`src/rtl/scc_ram.sv`:
```
// Generic single-port-write, single-port-read RAM with a registered read.
// Used for every store of the strongly connected components block; no dependencies.
module scc_ram #(
    parameter int unsigned W  = 8,
    parameter int unsigned D  = 16,
    parameter int unsigned AW = (D > 1) ? $clog2(D) : 1
) (
    input  logic          i_clk,
    input  logic          i_we,
    input  logic [AW-1:0] i_waddr,
    input  logic [W-1:0]  i_wdata,
    input  logic [AW-1:0] i_raddr,
    output logic [W-1:0]  o_rdata
);

    logic [W-1:0] r_mem [D];
    logic [W-1:0] r_rdata;

    always_ff @(posedge i_clk) begin
        if (i_we) begin
            r_mem[i_waddr] <= i_wdata;
        end
        r_rdata <= r_mem[i_raddr];
    end

    assign o_rdata = r_rdata;

endmodule

```
`config.mk`:
```
export PLATFORM = sky130hd
export DESIGN_NAME = scc_ram
export DESIGN_NICKNAME = d
export VERILOG_FILES = /design/src/rtl/scc_ram.sv
export SDC_FILE = /design/constraint.sdc
export NUM_CORES = 1
export LEC_CHECK = 0
export BUFFER_PORTS_ARGS = -buffer_cell sky130_fd_sc_hd__buf_2
export CORE_ASPECT_RATIO = 0.6
export CORE_MARGIN = 5
export CORE_UTILIZATION = 56
export DETAILED_ROUTE_END_ITERATION = 16
export HOLD_SLACK_MARGIN = 0.02
export PLACE_DENSITY = 0.82
export REMOVE_ABC_BUFFERS = 1
export SYNTH_ARGS = -nofsm -noshare
export SYNTH_HDL_FRONTEND = slang
export SYNTH_SLANG_ARGS = --single-unit
export TNS_END_PERCENT = 10
```
`constraint.sdc`:
```
create_clock -name i_clk -period 4.15 [get_ports i_clk]
set_input_delay 0.415 -clock i_clk [delete_from_list [all_inputs] [get_ports i_clk]]
set_output_delay 0.415 -clock i_clk [all_outputs]
set_load 0.05 [all_outputs]
```
# Yosys cells after proc, flatten, opt, wreduce, memory -nomap -nowiden
# Memories as Yosys holds them, arrays and structs flattened. A register that Yosys moved wholly into a read port is not among the register bits.
# Index checks and enable logic that the tools add are counted.
# op_classes
n_mux	2
# op_table
op	n
two-way mux 1 bit	2
# word_totals
ff_bits	0
elab_cells	3
output_inout_bits	8
memories	1
in_bits	18
ram_bits	128
# memory_table
name	words	word_bits	rd	rd_ports_with_merged_regs	wr	line	source
r_mem	16	8	1	1	1	16	logic [W-1:0] r_mem [D];

# Longest topological paths before layout
# Gate-level depths: netlist of the first run.
# depth
ltp_word	2
ltp_mapped	5
ltp_nobuf	3

# Least setup slack after synthesis of the first run
# Ideal clock, no wire load.
# synth_timing
path_type	in2reg
start	in i_waddr[2]
end	mem r_mem[0][0], enable pin
path_slack_ns	2.242
n_path_buf	0
t_arrival_ns	1.525
cell_stages	2
t_required_ns	3.767
cell_sequence	or3b_2 -> nor3_1
# synth_lines
item	line	source
start, declared	10	input logic [AW-1:0] i_waddr,
end, declared	16	
# No word-level cell before the write port.

==> impl_metrics.json, run 1 <==
{
  "status": "completed",
  "die_w_um": 133.8,
  "wl_per_cell_um": 23.76,
  "worst_clock_skew_ns": 0.007968,
  "drc_errors": 0,
  "yosysSeqAreaShare_pct": 77.78,
  "grt_pass1_wl_mm": 14.65,
  "dieArea_um2": 11270,
  "initial_core_util_pct": 56.85,
  "cts_buffer_depth": 2,
  "cts_tree": "built",
  "synth_top_family_by_area": "multiplexers",
  "fillers": 574,
  "cpPeakStageDelay_ns": 0.78,
  "max_slew.worst_pin.slew_ns": 1.063,
  "synth_area_um2": 5147,
  "maxCapViolCount": 0,
  "design_area_um2": 6040,
  "drive_above_1_share_pct": 27.96,
  "grt_pass1_vias": 2461,
  "place.gp.congestion": 0.7452,
  "clkLatencyLatePin_ns": 0.41,
  "worst-path-buf-inv": 1,
  "wl_met2_mm": 4.292,
  "ys_types": 19,
  "synth_compound_area_share_pct": 2.333,
  "cts_root_buffer": "clkbuf_16",
  "finalPower_mw": 3.423,
  "worst_setup_path_start_kind": "primary input",
  "rows": 27,
  "firstDrtPassIters": 5,
  "antenna_found_initial": 0,
  "peakVddDrop_uv": 356.8,
  "cts-htree-levels": 4,
  "highest_layer": "met4",
  "setup_viol": 0,
  "drt-initial-drc-count": 233,
  "io_pins": 26,
  "finalCritPeriodShare_pct": 46.88,
  "place_area_um2": 5354,
  "worstPathCellList": "buf_2, mux4_1, a22oi_1, nand2_1",
  "critPathKind": "in -> reg",
  "crit_path_top_delay_cell": "buf_2",
  "die_h_um": 84.27,
  "power_density_nw_per_um2": 566.7,
  "ctsHoldBuffers": 0,
  "antenna_left": 0,
  "dp_cells": 363,
  "cts_buffers": 17,
  "synth-xor-area-share_pct": 0,
  "synthMuxAreaShare_pct": 15.02,
  "power.leakage_nw": 2.035,
  "final_cell_count_no_fill": 395,
  "cts_sinks": 136,
  "ctsResizeCount": 0,
  "syn_avg_cell_area_um2": 22.48,
  "fmax_mhz": 514.0,
  "crit_arrival_ns": 2.23,
  "yosys_warnings": 0,
  "clk_pin_slew_ns": 0.06,
  "rsz0062_at_grt": "no",
  "antenna_cells": 0,
  "cp.required_ns": 4.43,
  "cpLargestDelayFamily": "buffers and inverters",
  "area_growth_pct": 17.33,
  "hpwlAfterDp_mm": 5.768,
  "met1_length_mm": 4.263,
  "syn_inst": 229,
  "fp.coreArea_um2": 9054,
  "synth_adder_area_share_pct": 0,
  "relSlewSlack_pct": 29.16,
  "fin_setup_tns_ns": 0,
  "post_cts_buffers": 0,
  "end_kind": "flip-flop",
  "nets": 284,
  "ys_ff_latch": 136,
  "dr_wl_met3_um": 793,
  "yosys.area_share.simple_pct": 3.184,
  "grt_max_degree": 33,
  "drt_wl_total_mm": 9.387,
  "timing.final.hold_violations": 0,
  "vias_per_cell": 6.119,
  "portBuffers": 25,
  "slew_viol_final": 0,
  "cp_max_fo": 32,
  "via_count": 2417,
  "period_needed_ns": 1.946,
  "grt_overflow": 0,
  "hold_path_class": "in -> reg",
  "grtUsageTotal_pct": 18.16
}
per-layer routing:
layer | GRT usage (%) | vias up
li1 | - | 1054
met1 | 27.13 | 1263
met2 | 25.79 | 95
met3 | 6.826 | 5
met4 | 4.202 | 0
met5 | 0 | -
layout make-up:
type / count / area (um2) / area share, %
clock buffer: 17 / 425.4 / 7.044
timing repair buffer: 28 / 147.6 / 2.445
sequential: 136 / 4004 / 66.29
tap: 116 / 145.1 / 2.403
clock inverter: 15 / 255.2 / 4.226
multi-input combinational: 83 / 1062 / 17.59
cell usage in the layout (no fill, tap or decap), drive strengths merged, types with 2 or more instances in the layout:
master    instances
edfxtp          128
mux4             32
buf              28
clkbuf           17
a22oi            16
nor2             13
nand2             9
dfxtp             8
bufinv            7
clkinv            5
nor3              4
clkinvlp          3
nand3b            2
nand2b            2
report_power, final:
group | switching, mW | internal [mW]
Clock | 0.537 | 1.18
Combinational | 0.107 | 0.0553
Sequential | 0.00873 | 1.54
Total | 0.653 | 2.77
worst reg2reg max path, stage by stage (launching register included):
cell and delay [ns]:
edfxtp_1 0.36, mux4_1 0.51, a22oi_1 0.25, nand2_1 0.10
cells in the mapped netlist:
| cell | number | area (um2) |
|---|---|---|
| a22oi_1 | 16 | 120.1 |
| and2_1 | 1 | 6.260 |
| and2b_1 | 1 | 7.510 |
| buf_2 | 3 | 15.01 |
| buf_4 | 1 | 7.510 |
| buf_6 | 3 | 33.78 |
| clkdlybuf4s25_2 | 3 | 30.03 |
| dfxtp_1 | 8 | 160.2 |
| edfxtp_1 | 128 | 3844 |
| mux4_1 | 14 | 367.9 |
| mux4_2 | 18 | 405.4 |
| nand2_1 | 9 | 33.78 |
| nand2b_1 | 2 | 12.51 |
| nand3_1 | 1 | 5.000 |
| nand3b_1 | 2 | 15.01 |
| nor2_1 | 13 | 48.80 |
| nor2b_1 | 1 | 6.260 |
| nor3_1 | 4 | 20.02 |
| or3b_2 | 1 | 8.760 |
worst paths after layout:
path,startpoint,endpoint,slack [ns],depth (start not counted)
setup reg to reg,r_mem[1][3],o_rdata[3],2.81,3
hold / removal,i_wdata[2],r_mem[0][2],0.39,1
setup / recovery,i_raddr[0],o_rdata[3],2.20,4
hold reg to reg,r_mem[15][4],o_rdata[4],0.68,3
kinds of logic after synthesis:
group | count (synthesis)
compound gates | 16
buf+inv | 10
mux | 32
simple gates | 35
flops | 136
registers in the layout (all words and copies together), names as in the netlist:
name     flops
o_rdata      8
r_mem      128
stage by stage:
step           setup WS, ns  util (%)  hold WS (ns)
6_report              2.204     66.71        0.3870
5_1_grt               2.050     66.71        0.3866
4_1_cts               2.001     66.65        0.3684
3_5_place_dp          1.600     59.13        0.6721
3_3_place_gp          1.671     59.13        0.6560
2_1_floorplan         2.242         -        0.5139
(Power assumes the default switching activity.)
==> inputs of run 2 (changes only) <==
--- a/config.mk
+++ b/config.mk
@@ -5,13 +5,14 @@
 export SDC_FILE = /design/constraint.sdc
 export NUM_CORES = 1
 export LEC_CHECK = 0
+export ABC_AREA = 1
 export BUFFER_PORTS_ARGS = -buffer_cell sky130_fd_sc_hd__buf_2
 export CORE_ASPECT_RATIO = 0.6
 export CORE_MARGIN = 5
-export CORE_UTILIZATION = 56
+export CORE_UTILIZATION = 55
 export DETAILED_ROUTE_END_ITERATION = 16
 export HOLD_SLACK_MARGIN = 0.02
-export PLACE_DENSITY = 0.82
+export PLACE_DENSITY = 0.83
 export REMOVE_ABC_BUFFERS = 1
 export SYNTH_ARGS = -nofsm -noshare
 export SYNTH_HDL_FRONTEND = slang
==> constraint.sdc (replaced) <==
create_clock -name i_clk -period 1.71 [get_ports i_clk]
set_input_delay 0.171 -clock i_clk [delete_from_list [all_inputs] [get_ports i_clk]]
set_output_delay 0.171 -clock i_clk [all_outputs]
set_load 0.05 [all_outputs]
==> run 2 against run 1 <==
- synthesized cell count up 140%
- synthesized area grew 12%
- combinational power grew to 3.3 times the previous value
- largest power group is now sequential cells
- highest routed layer is now met5
- routed wire length grew 43%
- critical path type is now reg -> out
- sequential power is 140% higher
- count of clock-buffer cells in the layout increased by 7
- clock skew is 0.0019 ns lower
- design area up 11%
- largest cell class unchanged
- non-clock buffer count up 23
==> impl_metrics.json, run 2 <==
{
  "worstHoldStart": "i_raddr[3]",
  "worst-path-buf-inv": 1,
  "synth_most_common_cell": "nand2_1",
  "synthTopCellsByCount": "nand2_1 (173), edfxtp_1 (128), inv_1 (100), nand3_1 (97), nor2_1 (17)",
  "cts_tree": "built",
  "end_kind": "output port",
  "worst_setup_path_start_kind": "flip-flop",
  "yosysSeqAreaShare_pct": 69.43,
  "wl_met2_mm": 6.042,
  "antenna_cells": 0,
  "ctsHoldBuffers": 0,
  "utilization_pct": 66.51,
  "timing.reg2reg.worst_path_depth": 6,
  "ys_async_sr_fraction_pct": 0,
  "ctsResizeCount": 0,
  "regMostFlops": "r_mem",
  "cts_sinks": 136,
  "hold-worst-slack_ns": 0.1210,
  "rsz0062_at_grt": "no",
  "drc_errors": 0,
  "die_w_um": 142.2,
  "cp.required_ns": 1.54,
  "worstPathCellList": "buf_2",
  "highest_layer": "met5",
  "finalWorstSetupSlack_ns": 0.4294,
  "cpPeakStageDelay_ns": 0.40,
  "initial_core_util_pct": 57.35,
  "regToRegEndpoint": "o_rdata[5]",
  "rows": 28,
  "r2r_start": "r_mem[15][5]",
  "cts_buffers": 17,
  "regToRegSetupSlack_ns": 0.59,
  "grt_overflow": 0,
  "maxCapViolCount": 0,
  "synth_edf_count": 128,
  "drt-initial-drc-count": 505,
  "io_pins": 26,
  "mostFrequentLayoutCells": "nand2_1 (173), edfxtp_1 (128), inv_1 (100)",
  "dr_wl_met3_mm": 1.527,
  "worst_clock_skew_ns": 0.006105,
  "yosys_warnings": 0,
  "design_area_um2": 6688,
  "fp.coreArea_um2": 10050,
  "final_cell_count_no_fill": 745,
  "setup_viol": 0,
  "wl_per_cell_um": 18.06,
  "cts-htree-levels": 4,
  "whs_path_depth": 3,
  "met1_length_mm": 5.605,
  "grt_pass1_vias": 3860,
  "dieArea_um2": 12700,
  "antenna_found_initial": 0,
  "syn_avg_cell_area_um2": 10.47,
  "hold_path_class": "in -> reg",
  "place_area_um2": 6102,
  "period_needed_ns": 1.281,
  "grtUsageTotal_pct": 23.17,
  "firstDrtPassIters": 5,
  "dp_cells": 713,
  "fmax_mhz": 780.9,
  "max_slew.worst_pin.slew_ns": 0.3965,
  "yosysTopAreaCellShare_pct": 66.65,
  "place.gp.congestion": 0.9139,
  "drive_above_1_share_pct": 13.44,
  "nets": 615,
  "portBuffers": 25,
  "cpLargestDelayFamily": "flip-flops",
  "power.leakage_nw": 2.948,
  "ys_ff_latch": 136,
  "synth_top_cell_by_area": "edfxtp_1",
  "status": "completed",
  "hpwlAfterDp_mm": 8.796,
  "cts_root_buffer": "clkbuf_16",
  "peakVddDrop_uv": 756.5,
  "finalPower_mw": 7.847,
  "synth.top_cells.by_area": "edfxtp_1 (67%), nand2_1 (11%), nand3_1 (8.4%), inv_1 (6.5%), dfxtp_1 (2.8%)",
  "relSlewSlack_pct": 73.57,
  "critPathKind": "reg -> out",
  "timing.final.hold_violations": 0,
  "crit_arrival_ns": 1.11,
  "vias_per_cell": 5.424,
  "power_density_nw_per_um2": 1173,
  "slew_viol_final": 0,
  "clkLatencyLatePin_ns": 0.41,
  "syn_inst": 551,
  "drt_wl_total_mm": 13.45,
  "via_count": 4041,
  "cp-startpoint": "o_rdata[7]",
  "die_h_um": 89.32,
  "clk_pin_slew_ns": 0.06,
  "antenna_left": 0,
  "synthFlopType": "edfxtp_1",
  "grt_max_degree": 35,
  "ys_types": 12,
  "grt_pass1_wl_mm": 21.33,
  "largest_reg_flops": 128,
  "mostFrequentLayoutCell": "nand2_1",
  "synth_area_um2": 5767,
  "fin_setup_tns_ns": 0,
  "cts_buffer_depth": 2,
  "pre_cts_ws_ns": 0.3599,
  "cp_max_fo": 1,
  "whs_endpoint": "o_rdata[2]",
  "finalCritPeriodShare_pct": 74.89,
  "area_growth_pct": 15.97,
  "post_cts_buffers": 0,
  "crit_path_top_delay_cell": "dfxtp_1"
}
-- run 2: cell types whose count changed after synthesis, moves of 3 or more --
cell,previous run,this run
nand2_1,9,173
inv_1,0,100
nand3_1,1,97
mux4_2,18,0
a22oi_1,16,0
mux4_1,14,0
buf_2,3,13
nor2_1,13,17
nor3_1,4,0
buf_4,1,4
buf_6,3,6
clkdlybuf4s25_2,3,0
-- run 2: logic make-up after synthesis --
| group | Yosys count | synth area share (%) |
|---|---|---|
| buf+inv | 126 | 9.525 |
| simple gates | 289 | 21.05 |
| flops | 136 | 69.43 |
-- run 2: layout make-up --
class / instances / area, um2
clock buffer: 24 / 491.7
clock inverter: 8 / 93.84
fill: 717 / 3367
inverter: 102 / 382.9
multi-input combinational: 289 / 1214
sequential: 136 / 4004
tap: 135 / 168.9
timing repair buffer: 51 / 332.8
-- run 2: worst register-to-register path, cell delays in order (launching register included) --
cell and delay, ns:
edfxtp_1 0.35, inv_1 0.07, nand2_1 0.06, nand3_1 0.10, nand3_1 0.22, nand3_1 0.15, nand2_1 0.06
-- run 2: worst max-delay path by stage --
stage,to,slack (ns),depth (start not counted)
4_1_cts,o_rdata[7],0.42,1
5_1_grt,o_rdata[7],0.42,1
6_report,o_rdata[7],0.43,1
3_3_place_gp,o_rdata[5],0.39,8
3_5_place_dp,o_rdata[5],0.36,7
2_1_floorplan,o_rdata[2],0.56,6
-- run 2: per-layer routing --
metal	up-vias	track usage (%)
li1	1869	-
met1	1929	31.79
met2	219	34.49
met3	22	8.391
met4	2	7.491
met5	-	4.135
-- run 2: power by group --
part / leakage, nW / internal [mW] / switching (mW)
clock: 0.294 / 2.29 / 1.26
combinational: 1.43 / 0.140 / 0.404
sequential: 1.22 / 3.73 / 0.0276
